### config.mk
export PLATFORM = sky130hd
export DESIGN_NAME = tlrq_ram
export DESIGN_NICKNAME = d
export VERILOG_FILES = /design/src/hdl/tlrq_pkg.sv /design/src/hdl/tlrq_ram.sv
export SDC_FILE = /design/constraint.sdc
export NUM_CORES = 2
export LEC_CHECK = 0
export BUFFER_PORTS_ARGS = -buffer_cell sky130_fd_sc_hd__buf_4
export CORE_MARGIN = 5
export CORE_UTILIZATION = 34
export DETAILED_ROUTE_END_ITERATION = 16
export HOLD_SLACK_MARGIN = 0.15
export PLACE_DENSITY = 0.45
export SLEW_MARGIN = 15
export SYNTH_ARGS = -nofsm -noshare
export SYNTH_HDL_FRONTEND = slang
export SYNTH_MEMORY_MAX_BITS = 65536
export SYNTH_SLANG_ARGS = --single-unit
### constraint.sdc
create_clock -name clk -period 9.4 [get_ports clk]
set_clock_uncertainty 0.05 [all_clocks]
set_input_delay 0.94 -clock clk [delete_from_list [all_inputs] [get_ports clk]]
set_output_delay 0.94 -clock clk [all_outputs]
set_load 0.005 [all_outputs]
### src/hdl/tlrq_pkg.sv
// Shared types, codes and the granularity mask table for the timestamp log.
`timescale 1ns / 1ps

package tlrq_pkg;

  localparam int DEPTH_DEF = 64;
  localparam int STAMP_W   = 40;
  localparam int ID_W      = 32;
  localparam int GRAN_W    = 3;
  localparam int STAT_W    = 2;
  localparam int WORD_W    = ID_W + STAMP_W;

  // Command codes
  localparam logic CMD_STORE = 1'b0;
  localparam logic CMD_QUERY = 1'b1;

  // Result status codes
  localparam logic [STAT_W-1:0] STAT_MATCH  = 2'd0;
  localparam logic [STAT_W-1:0] STAT_NONE   = 2'd1;
  localparam logic [STAT_W-1:0] STAT_STORED = 2'd2;
  localparam logic [STAT_W-1:0] STAT_FULL   = 2'd3;

  // Granularity codes
  localparam logic [GRAN_W-1:0] GRAN_YEAR   = 3'd0;
  localparam logic [GRAN_W-1:0] GRAN_MONTH  = 3'd1;
  localparam logic [GRAN_W-1:0] GRAN_DAY    = 3'd2;
  localparam logic [GRAN_W-1:0] GRAN_HOUR   = 3'd3;
  localparam logic [GRAN_W-1:0] GRAN_MINUTE = 3'd4;

  typedef enum logic [1:0] {
    S_IDLE,
    S_SCAN,
    S_FIN
  } state_t;

  // One result transaction pushed into the output register
  typedef struct packed {
    logic              vld;
    logic [ID_W-1:0]   id;
    logic [STAT_W-1:0] status;
    logic              last;
  } res_t;

  // Keeps the fields at and above the granularity; codes above minute compare
  // the full stamp.
  function automatic logic [STAMP_W-1:0] gran_mask(input logic [GRAN_W-1:0] g);
    logic [STAMP_W-1:0] m;
    case (g)
      GRAN_YEAR:   m = 40'hFFFC000000;
      GRAN_MONTH:  m = 40'hFFFFC00000;
      GRAN_DAY:    m = 40'hFFFFFE0000;
      GRAN_HOUR:   m = 40'hFFFFFFF000;
      GRAN_MINUTE: m = 40'hFFFFFFFFC0;
      default:     m = 40'hFFFFFFFFFF;
    endcase
    return m;
  endfunction

endpackage

### src/hdl/tlrq_ram.sv
// Record store: single-port-write, single-read synchronous RAM, registered read.
`timescale 1ns / 1ps

module tlrq_ram #(
  parameter int DEPTH = tlrq_pkg::DEPTH_DEF,
  parameter int AW    = 6
) (
  input  logic                        clk,
  input  logic                        wr_en,
  input  logic [AW-1:0]               wr_addr,
  input  logic [tlrq_pkg::WORD_W-1:0] wr_data,
  input  logic [AW-1:0]               rd_addr,
  output logic [tlrq_pkg::WORD_W-1:0] rd_data
);

  logic [tlrq_pkg::WORD_W-1:0] mem [DEPTH];
  logic [tlrq_pkg::WORD_W-1:0] rd_data_r;

  always_ff @(posedge clk) begin
    if (wr_en) begin
      mem[wr_addr] <= wr_data;
    end
  end

  always_ff @(posedge clk) begin
    rd_data_r <= mem[rd_addr];
  end

  assign rd_data = rd_data_r;

endmodule

==> run_results.csv <==
group,metric,value,unit
status,status,"finished, final reports clean",
worst_setup_path,slowest_stage,"a211oi_1",
grt,antenna_found_initial,42,
timing,fin_crit,3.661,ns
synthesis,synthArstFlopShare,0,%
drt,antenna_left,0,
floorplanning,die_h,727.9,um
flow_run,drv_cap,0,
placed_design,place_ws,4.666,ns
synthesis,yosysSeqAreaShare,79.80,%
clocking,postCtsHoldBufs,0,
worst_setup_path,crit_arrival,4.57,ns
final_layout,layout.nets,7870,
final_layout,drive_above_1_share,28.21,%
synthesis,yosys_warnings,0,
clocking,clkSlewWorstSetupHoldPaths,0.06,ns
worst_setup_path,critPathMaxFanout,41,
final_layout,final_util,39.31,%
worst_setup_path,endpoint_kind,"register",
worst_setup_path,cp_slowest_stage_delay,0.79,ns
floorplanning,core,513300,um2
synthesis,synth.most_common_cell,"edfxtp_1",
power,p_per_area,221.8,nW/um2
floorplanning,dieArea,529800,um2
worst_setup_path,crit_top_cell,"buf_4",
worst_setup_path,r2r_slack,7.41,ns
worst_setup_path,path_cells,"buf_8, buf_4, buf_4, buf_4, mux4_2, mux2i_1, a211oi_1, o211a_1",
clocking,clk_path_buf_depth,4,
worst_setup_path,required,10.31,ns
grt,grt_max_degree,106,
drt,vias,85280,
timing,worst_pin_slew,1.241,ns
timing,hold_slack,0.3635,ns
drt,drt-total-wl,580.4,mm
synthesis,synth-seq-cells,4680,
placed_design,hpwl,281.3,mm
power,peakVddDrop,0.1673,mV
clocking,insertion_delay,1.06,ns
synthesis,syn_inst,7305,
clocking,cts_root_buf,"clkbuf_16",
placed_design,port_buffers,157,
floorplanning,ios,158,
synthesis,synth_ff_type,"edfxtp_1",
worst_setup_path,endpoint,"rd_data[37]$_DFF_P_",
clocking,cts-resized-gates,0,
clocking,cts_buffers,518,
drt,via_per_inst,5.705,
worst_hold_path,hold_class,"in2reg",
grt,grt_pass1_wl,782.2,mm
synthesis,syn_area,175200,um2
drt,drc,0,
grt,grt_pass1_vias,86940,
worst_setup_path,worstReg2RegEnd,"rd_data[63]$_DFF_P_",
drt,wl_per_cell,38.83,um
worst_setup_path,crit_type,"in2reg",
clocking,htreeDepth,6,
timing,hold_viol_final,0,
synthesis,synth_area_leaders,"edfxtp_1, mux4_2, a22oi_1",
timing,fmax,273.1,MHz
synthesis,syn_avg_cell_area,23.99,um2
grt,grtUsageTotal,21.54,%
synthesis,synth_edf_count,4608,
synthesis,synth.distinct_cells,27,
worst_setup_path,cp-startpoint,"rd_addr[2]",
placed_design,gp_congestion,0.7308,
timing,slew_viol_final,0,
grt,grt-ovfl-total,0,
timing,timing.final.crit_share,38.95,%
synthesis,ys_top_cells_by_count,"edfxtp_1, mux4_2, a22oi_1",
timing,relSlewSlack,17.24,%
floorplanning,die_w,727.9,um
clocking,clock-sinks,4680,
worst_setup_path,rr_worst_depth,4,
clocking,cts_setup_buffers,0,
drt,drt_iter0_drc,9399,
floorplanning,fp-row-count,263,
power,leakage,0.06186,uW
clocking,cts_tree,"yes",
timing,setup-violations-final,0,
worst_setup_path,r2r-start,"mem[14][63]$_DFFE_PP_",
worst_setup_path,cp-start-kind,"input pin",
synthesis,synth_fp_nets,7391,
placed_design,place_inst,14020,
timing,worst_slack,5.739,ns
synthesis,synth_top_area_share,78.97,%
timing,finalSetupTns,0,ns
final_layout,syn_to_final_growth,15.18,%
drt,drt_pass1_iterations,5,
timing,rsz0062_at_grt,"no",
synthesis,yosys.area.top_type,"edfxtp_1",
final_layout,fin_cells,14950,
floorplanning,initial_utilization,34.13,%
-- worst max-delay path: cells and delay by family --
family                 cells  cell delay (ns)
AOI/OAI and AO/OA          2             1.01
buffers and inverters      4             1.90
muxes                      2             0.42
-- placed cells by master (no fill, tap or decap), types with 57 or more instances in the layout --
cell type / synthesis / final
o211a_1: 72 / 72
clkbuf_1: 143 / 150
clkbuf_16: 0 / 529
clkinv_1: 0 / 75
a22oi_1: 288 / 288
o22ai_1: 144 / 144
nand3_1: 128 / 127
dfxtp_1: 72 / 72
edfxtp_1: 4608 / 4608
mux2i_1: 108 / 108
buf_4: 56 / 325
mux4_2: 1152 / 1152
clkinv_2: 0 / 57
a211oi_1: 72 / 72
nor2_4: 0 / 64
-- kinds of logic after synthesis --
kind of cell	share of synthesized area, %
simple gates	0.8819
compound gates	2.738
flops	79.80
mux	15.42
buf+inv	1.160
-- metal layers --
metal,global-route usage [%],part of all wire (%),up-vias
met5,0,0.013,-
met1,28.79,41,48390
met3,2.774,5.6,833
met4,5.548,2.8,10
li1,-,-,32840
met2,37.26,51,3203
-- report_power, final --
| group | total, uW | internal, uW | switching (uW) | leakage, uW |
|---|---|---|---|---|
| clock network | 19500 | 11200 | 8290 | 0.00783 |
| registers | 23200 | 23100 | 121 | 0.0421 |
| logic | 2010 | 729 | 1280 | 0.0120 |
-- per-stage QoR --
step,area (um2),power [uW]
final,201800,44760
after global routing,201800,46200
after CTS,201800,45250
after detailed placement,185700,25740
after global placement,185700,25700
after floorplan,175200,24660
-- final cells by class --
type	count	area (um2)
flip-flops and latches	4680	139800
repair buffers	377	3478
diodes	15	37.54
clock buffers	700	14090
fillers	45360	311500
clock inverters	213	1982
multi-input cells	2207	33960
well taps	6757	8454
-- worst min-delay path by stage --
| stage | start | endpoint | cells past startpoint |
|---|---|---|---|
| floorplan | mem[46][4]$_DFFE_PP_ | rd_data[4]$_DFF_P_ | 4 |
| global placement | mem[31][26]$_DFFE_PP_ | rd_data[26]$_DFF_P_ | 4 |
| detailed placement | mem[31][32]$_DFFE_PP_ | rd_data[32]$_DFF_P_ | 4 |
| CTS | wr_data[24] | mem[51][24]$_DFFE_PP_ | 1 |
| global route | wr_data[24] | mem[51][24]$_DFFE_PP_ | 1 |
| finish | wr_data[45] | mem[16][45]$_DFFE_PP_ | 1 |
-- sequential cells by signal (all words and copies together), names as in the netlist --
name,flops
mem,4608
rd_data,72
Power figures use the tool's default switching activity.
