File: src/hdl/tlrq_pkg.sv
// Shared types, codes and the granularity mask table for the timestamp log.
`timescale 1ns / 1ps

package tlrq_pkg;

  localparam int DEPTH_DEF = 64;
  localparam int STAMP_W   = 40;
  localparam int ID_W      = 32;
  localparam int GRAN_W    = 3;
  localparam int STAT_W    = 2;
  localparam int WORD_W    = ID_W + STAMP_W;

  // Command codes
  localparam logic CMD_STORE = 1'b0;
  localparam logic CMD_QUERY = 1'b1;

  // Result status codes
  localparam logic [STAT_W-1:0] STAT_MATCH  = 2'd0;
  localparam logic [STAT_W-1:0] STAT_NONE   = 2'd1;
  localparam logic [STAT_W-1:0] STAT_STORED = 2'd2;
  localparam logic [STAT_W-1:0] STAT_FULL   = 2'd3;

  // Granularity codes
  localparam logic [GRAN_W-1:0] GRAN_YEAR   = 3'd0;
  localparam logic [GRAN_W-1:0] GRAN_MONTH  = 3'd1;
  localparam logic [GRAN_W-1:0] GRAN_DAY    = 3'd2;
  localparam logic [GRAN_W-1:0] GRAN_HOUR   = 3'd3;
  localparam logic [GRAN_W-1:0] GRAN_MINUTE = 3'd4;

  typedef enum logic [1:0] {
    S_IDLE,
    S_SCAN,
    S_FIN
  } state_t;

  // One result transaction pushed into the output register
  typedef struct packed {
    logic              vld;
    logic [ID_W-1:0]   id;
    logic [STAT_W-1:0] status;
    logic              last;
  } res_t;

  // Keeps the fields at and above the granularity; codes above minute compare
  // the full stamp.
  function automatic logic [STAMP_W-1:0] gran_mask(input logic [GRAN_W-1:0] g);
    logic [STAMP_W-1:0] m;
    case (g)
      GRAN_YEAR:   m = 40'hFFFC000000;
      GRAN_MONTH:  m = 40'hFFFFC00000;
      GRAN_DAY:    m = 40'hFFFFFE0000;
      GRAN_HOUR:   m = 40'hFFFFFFF000;
      GRAN_MINUTE: m = 40'hFFFFFFFFC0;
      default:     m = 40'hFFFFFFFFFF;
    endcase
    return m;
  endfunction

endpackage

File: src/hdl/tlrq_scan.sv
// Command sequencer: appends records and scans the store for range queries.
`timescale 1ns / 1ps

module tlrq_scan #(
  parameter int DEPTH = tlrq_pkg::DEPTH_DEF,
  parameter int AW    = 6,
  parameter int CW    = 7
) (
  input  logic                         clk,
  input  logic                         rst_n,
  input  logic                         in_valid,
  output logic                         in_ready,
  input  logic                         in_command,
  input  logic [tlrq_pkg::ID_W-1:0]    in_log_id,
  input  logic [tlrq_pkg::STAMP_W-1:0] in_stamp,
  input  logic [tlrq_pkg::STAMP_W-1:0] in_stamp_end,
  input  logic [tlrq_pkg::GRAN_W-1:0]  in_granularity,
  input  logic                         out_free,
  output tlrq_pkg::res_t               push,
  output logic                         wr_en,
  output logic [AW-1:0]                wr_addr,
  output logic [tlrq_pkg::WORD_W-1:0]  wr_data,
  output logic [AW-1:0]                rd_addr,
  input  logic [tlrq_pkg::WORD_W-1:0]  rd_data
);

  tlrq_pkg::state_t state_r, state_nxt;

  logic [CW-1:0]                cnt_r, cnt_nxt;
  logic [CW-1:0]                scan_addr_r, scan_addr_nxt;
  logic                         d_vld_r, d_vld_nxt;
  logic [AW-1:0]                d_addr_r, d_addr_nxt;
  logic                         pend_vld_r, pend_vld_nxt;
  logic [tlrq_pkg::ID_W-1:0]    pend_id_r, pend_id_nxt;
  logic [tlrq_pkg::STAMP_W-1:0] s_r, s_nxt, e_r, e_nxt, mask_r, mask_nxt;
  logic [tlrq_pkg::STAMP_W-1:0] in_mask, t_stamp;
  logic [tlrq_pkg::ID_W-1:0]    t_id;
  logic                         accept, hit, adv, issue, pending_out, scan_end;

  assign in_ready = (state_r == tlrq_pkg::S_IDLE) && out_free;
  assign accept   = in_valid && in_ready;
  assign in_mask  = tlrq_pkg::gran_mask(in_granularity);

  assign t_id    = rd_data[tlrq_pkg::WORD_W-1:tlrq_pkg::STAMP_W];
  assign t_stamp = rd_data[tlrq_pkg::STAMP_W-1:0] & mask_r;
  assign hit     = d_vld_r && (t_stamp >= s_r) && (t_stamp <= e_r);
  // A second hit while one is held must hand the held one out first.
  assign adv      = !(hit && pend_vld_r && !out_free);
  assign pending_out = hit && pend_vld_r && out_free;
  assign issue    = (state_r == tlrq_pkg::S_SCAN) && adv && (scan_addr_r < cnt_r);
  assign scan_end = !d_vld_r && (scan_addr_r >= cnt_r);

  // Hold the read address on a stall so the same word is presented again.
  assign rd_addr = adv ? scan_addr_r[AW-1:0] : d_addr_r;

  assign wr_en   = accept && (in_command == tlrq_pkg::CMD_STORE) && (cnt_r < CW'(DEPTH));
  assign wr_addr = cnt_r[AW-1:0];
  assign wr_data = {in_log_id, in_stamp};

  always_comb begin
    state_nxt = state_r;
    case (state_r)
      tlrq_pkg::S_IDLE: begin
        if (accept && (in_command == tlrq_pkg::CMD_QUERY)) begin
          state_nxt = tlrq_pkg::S_SCAN;
        end
      end
      tlrq_pkg::S_SCAN: begin
        if (scan_end) begin
          state_nxt = tlrq_pkg::S_FIN;
        end
      end
      tlrq_pkg::S_FIN: begin
        if (out_free) begin
          state_nxt = tlrq_pkg::S_IDLE;
        end
      end
      default: state_nxt = tlrq_pkg::S_IDLE;
    endcase
  end

  always_comb begin
    cnt_nxt       = cnt_r;
    scan_addr_nxt = scan_addr_r;
    d_vld_nxt     = d_vld_r;
    d_addr_nxt    = d_addr_r;
    pend_vld_nxt  = pend_vld_r;
    pend_id_nxt   = pend_id_r;
    s_nxt         = s_r;
    e_nxt         = e_r;
    mask_nxt      = mask_r;
    push          = '0;
    case (state_r)
      tlrq_pkg::S_IDLE: begin
        if (accept) begin
          if (in_command == tlrq_pkg::CMD_STORE) begin
            push.vld  = 1'b1;
            push.last = 1'b1;
            if (wr_en) begin
              cnt_nxt     = cnt_r + CW'(1);
              push.status = tlrq_pkg::STAT_STORED;
            end else begin
              push.status = tlrq_pkg::STAT_FULL;
            end
          end else begin
            s_nxt         = in_stamp & in_mask;
            e_nxt         = in_stamp_end & in_mask;
            mask_nxt      = in_mask;
            scan_addr_nxt = '0;
            d_vld_nxt     = 1'b0;
            pend_vld_nxt  = 1'b0;
          end
        end
      end
      tlrq_pkg::S_SCAN: begin
        if (adv) begin
          d_vld_nxt  = issue;
          d_addr_nxt = scan_addr_r[AW-1:0];
          if (issue) begin
            scan_addr_nxt = scan_addr_r + CW'(1);
          end
          if (hit) begin
            pend_vld_nxt = 1'b1;
            pend_id_nxt  = t_id;
          end
        end
        if (pending_out) begin
          push.vld    = 1'b1;
          push.id     = pend_id_r;
          push.status = tlrq_pkg::STAT_MATCH;
          push.last   = 1'b0;
        end
      end
      tlrq_pkg::S_FIN: begin
        if (out_free) begin
          push.vld     = 1'b1;
          push.last    = 1'b1;
          push.id      = pend_vld_r ? pend_id_r : '0;
          push.status  = pend_vld_r ? tlrq_pkg::STAT_MATCH : tlrq_pkg::STAT_NONE;
          pend_vld_nxt = 1'b0;
        end
      end
      default: ;
    endcase
  end

  always_ff @(posedge clk) begin
    if (!rst_n) begin
      state_r     <= tlrq_pkg::S_IDLE;
      cnt_r       <= '0;
      scan_addr_r <= '0;
      d_vld_r     <= 1'b0;
      pend_vld_r  <= 1'b0;
    end else begin
      state_r     <= state_nxt;
      cnt_r       <= cnt_nxt;
      scan_addr_r <= scan_addr_nxt;
      d_vld_r     <= d_vld_nxt;
      pend_vld_r  <= pend_vld_nxt;
    end
  end

  always_ff @(posedge clk) begin
    d_addr_r  <= d_addr_nxt;
    pend_id_r <= pend_id_nxt;
    s_r       <= s_nxt;
    e_r       <= e_nxt;
    mask_r    <= mask_nxt;
  end

endmodule

File: config.mk
export PLATFORM = sky130hd
export DESIGN_NAME = tlrq_scan
export DESIGN_NICKNAME = d
export VERILOG_FILES = /design/src/hdl/tlrq_pkg.sv /design/src/hdl/tlrq_scan.sv
export SDC_FILE = /design/constraint.sdc
export NUM_CORES = 1
export LEC_CHECK = 0
export BUFFER_PORTS_ARGS = -buffer_cell sky130_fd_sc_hd__buf_2
export CAP_MARGIN = 10
export CELL_PAD_IN_SITES_DETAIL_PLACEMENT = 0
export CELL_PAD_IN_SITES_GLOBAL_PLACEMENT = 1
export CORE_MARGIN = 2
export CORE_UTILIZATION = 41
export CTS_CLUSTER_DIAMETER = 150
export CTS_CLUSTER_SIZE = 8
export DETAILED_ROUTE_END_ITERATION = 10
export PLACE_DENSITY_LB_ADDON = 0.05
export SETUP_SLACK_MARGIN = 0.15
export SLEW_MARGIN = 5
export SYNTH_ARGS = -nofsm -noshare
export SYNTH_HDL_FRONTEND = slang
export SYNTH_SLANG_ARGS = --single-unit
File: constraint.sdc
create_clock -name clk -period 8.2 [get_ports clk]
set_input_delay 0.82 -clock clk [delete_from_list [all_inputs] [get_ports clk]]
set_output_delay 0.82 -clock clk [all_outputs]
set_load 0.02 [all_outputs]
==> summary.md <==
| Metric | Value |
|---|---|
| Met3 Resource Use GR | 4.94% |
| CP Launch Type | input port |
| Worst hold path type | reg -> reg |
| Final ANT Viol Nets | 0 |
| Avg Inst Size Synth | 10.8 um^2 |
| Hold EP | cnt_r[6] |
| Cells after Synth | 774 |
| Area growth, synth to finish | 18.8% |
| Chip height | 147 um |
| Area after DPL | 0.00929 mm^2 |
| Slew Limit Fails | 0 |
| Die width | 147 um |
| H-tree Lvls | 4 |
| Slew headroom | 44.7% |
| Synth cell types | 52 |
| EDFF count, synth | 123 |
| Data required time at the worst endpoint | 7.38 ns |
| Clk_lat worst skew | 0.43 ns |
| Yosys reg bits | 141 |
| Crit-path max FO | 32 |
| Synth area leaders | edfxtp_1, ha_1, buf_4 |
| CTS tree | built |
| Layout cell share with drive strength beyond 1 | 30.2% |
| Post-synth top flop | edfxtp_1 |
| DR vias | 5956 |
| Global route total overflow | 0 |
| Clock sinks | 141 |
| Die footprint | 0.0215 mm^2 |
| Number of CTS-inserted buffers | 17 |
| CP Class | in -> out |
| Postcts setup bufs | 0 |
| Synthesis warning total | 0 |
| Starting Density | 41.4% |
| Total track usage | 17.9% |
| Synthesized area | 0.00833 mm^2 |
| Core Region | 0.0201 mm^2 |
| Final setup viols | 0 |
| Reg2reg end | pend_id_r[5] |
| Outcome | finished, final reports clean |
| Worst VDD drop | 0.131 mV |
| Vias/cell | 4.80 |
| Min Tclk post-route | 4.97 ns |
| Fmax | 0.201 GHz |
| Met1 GRT Util | 21.1% |
| Initial antenna violation count | 2 |
| Clock-pin slew on the worst setup and hold paths | 0.07 ns |
| Sequential area share after synthesis | 48.6% |
| Vias in the first global route | 5997 |
| Post-route cell area | 0.00990 mm^2 |
| Syn_nets | 1058 |
| Final GP Congestion | 0.845 |
| Worst-Margin Slew | 0.824 ns |
| Crit. End Element | output pin |
| Synth area leader | edfxtp_1 |
| # IOs | 314 |
| Clk root buf | clkbuf_16 |
| Hold Fails Final Rpt | 0 |
| Routed WL | 19200 um |
| RSZ-0062 raised after global routing | false |
| Worst hold path depth | 2 |
| Max-cap violations | 0 |
| Final #Nets | 1240 |
| GRT Max-Usage Layer | met2 |
| Async SR Flop Fraction | 0% |
| Hold path start | cnt_r[6] |
| DRT Pass-1 Iters | 4 |
| Drt initial violations | 250 |
| CTS Buffer Depth | 2 |
| HPWL Detailed | 15400 um |
| Largest net degree at the start of global routing | 63 |
| DRC Markers | 0 |
| Post-CTS Resized | 0 |
| # port buffers | 249 |
| Pwr dens | 178 mW/mm^2 |
| Final Skew | 0.0112 ns |
| Setup TNS Final | 0 ns |
| Leak | 4.57 nW |
| Crit path arrival time | 4.15 ns |
| Global-route wire length before repair | 30100 um |
| R2R Setup Slk | 4.33 ns |
| Reg-to-Reg Start | mask_r[24] |
| Top-area cell type share of the netlist area | 44.3% |
| Row count | 52 |
| Reg2Reg Depth | 10 |
| Final period util | 60.6% |
| Met2 Usage GRT | 30.6% |
| CTS hold repair buffers | 0 |
| Post-DR wirelength/cell | 15.5 um |
-- kinds of logic after synthesis --
logic type	after synthesis	synth area share [%]
flops	141	48.6
compound gates	108	8.08
fa+ha+maj	92	13.8
mux	7	0.916
simple gates	233	15.7
buf+inv	187	12.2
xor+xnor	6	0.631
-- where the power goes --
| part | leakage, nW | internal [W] | switching [W] |
|---|---|---|---|
| clock | 0.301 | 0.000475 | 0.000310 |
| combinational | 2.99 | 0.0000752 | 0.0000998 |
| sequential | 1.28 | 0.000798 | 0.00000538 |
-- synthesized netlist by cell type, types with 3 or more instances --
library cell  instances
edfxtp_1            123
inv_1                99
ha_1                 92
and2_1               82
buf_4                78
a21oi_1              45
nand2_1              33
nor2b_1              32
nor2_1               26
dfxtp_1              18
nand4_1              17
nand3_1              15
o21ai_0              15
nor3_1               11
clkbuf_1              7
o21ai_1               7
a211oi_1              6
xnor2_1               6
a21o_1                5
mux2_2                5
o211ai_1              4
a31oi_1               3
buf_6                 3
or4_1                 3
-- final cells by class --
type	count	area [um^2]
repair buffers	251	1260
clock inverters	10	98.8
clock buffers	22	508
inverters	99	373
fillers	1912	10200
multi-input cells	446	3260
well taps	270	338
flip-flops and latches	141	4050
diodes	1	2.50
-- state kept, by name, summed over array words and instances (netlist names) --
signal       count
e_r             40
mask_r           5
s_r             40
d_addr_r         6
pend_vld_r       1
state_r          2
cnt_r            7
pend_id_r       32
scan_addr_r      7
d_vld_r          1
-- metrics by stage --
step	utilization, %	hold slack (ns)	std cells	power (W)	worst slack (ns)
2_1_floorplan	-	0.465	774	0.000952	3.52
3_3_place_gp	46.2	0.495	1207	0.000992	3.30
3_5_place_dp	46.2	0.503	1207	0.000996	3.18
4_1_cts	49.2	0.515	1239	0.00179	3.16
5_1_grt	49.2	0.537	1239	0.00183	2.97
6_report	49.2	0.516	1240	0.00176	3.23
-- per-layer routing --
layer | share of wire, % | up-vias
li1 | - | 2990
met1 | 42 | 2720
met2 | 49 | 209
met3 | 6.0 | 35
met4 | 3.3 | 2
met5 | 0.063 | -
-- layout by cell type, fill, tap and decap left out, drive strengths merged, types with 3 or more instances in the layout --
master,n
buf,251
clkinv,7
inv,101
mux2,5
edfxtp,123
nand4,17
nand2,33
a21o,5
a211oi,6
ha,92
o21ai,22
or4,5
xnor2,6
a21oi,46
o211ai,4
nand3,15
clkbuf,22
and2,82
nor3,11
a31oi,3
nor2,26
nor2b,32
dfxtp,18
-- worst max-delay path by stage --
stage / from / end / slack [ns] / cells past startpoint
6_report: rd_data[23] / push[19] / 3.23 / 12
5_1_grt: rd_data[23] / push[34] / 2.97 / 12
4_1_cts: rd_data[23] / push[19] / 3.16 / 12
3_5_place_dp: rd_data[23] / push[19] / 3.18 / 12
3_3_place_gp: rd_data[23] / push[20] / 3.30 / 12
2_1_floorplan: rd_data[22] / pend_id_r[0] / 3.52 / 9
-- critical path: stages --
cell     delay, ns
buf_2         0.10
and2_1        0.17
ha_1          0.32
nand4_1       0.18
or4_4         0.61
nor4b_2       0.29
a31oi_1       0.07
o41a_2        0.18
or4_4         0.46
a21oi_4       0.54
and2_1        0.21
buf_2         0.17
Power figures use the tool's default switching activity.
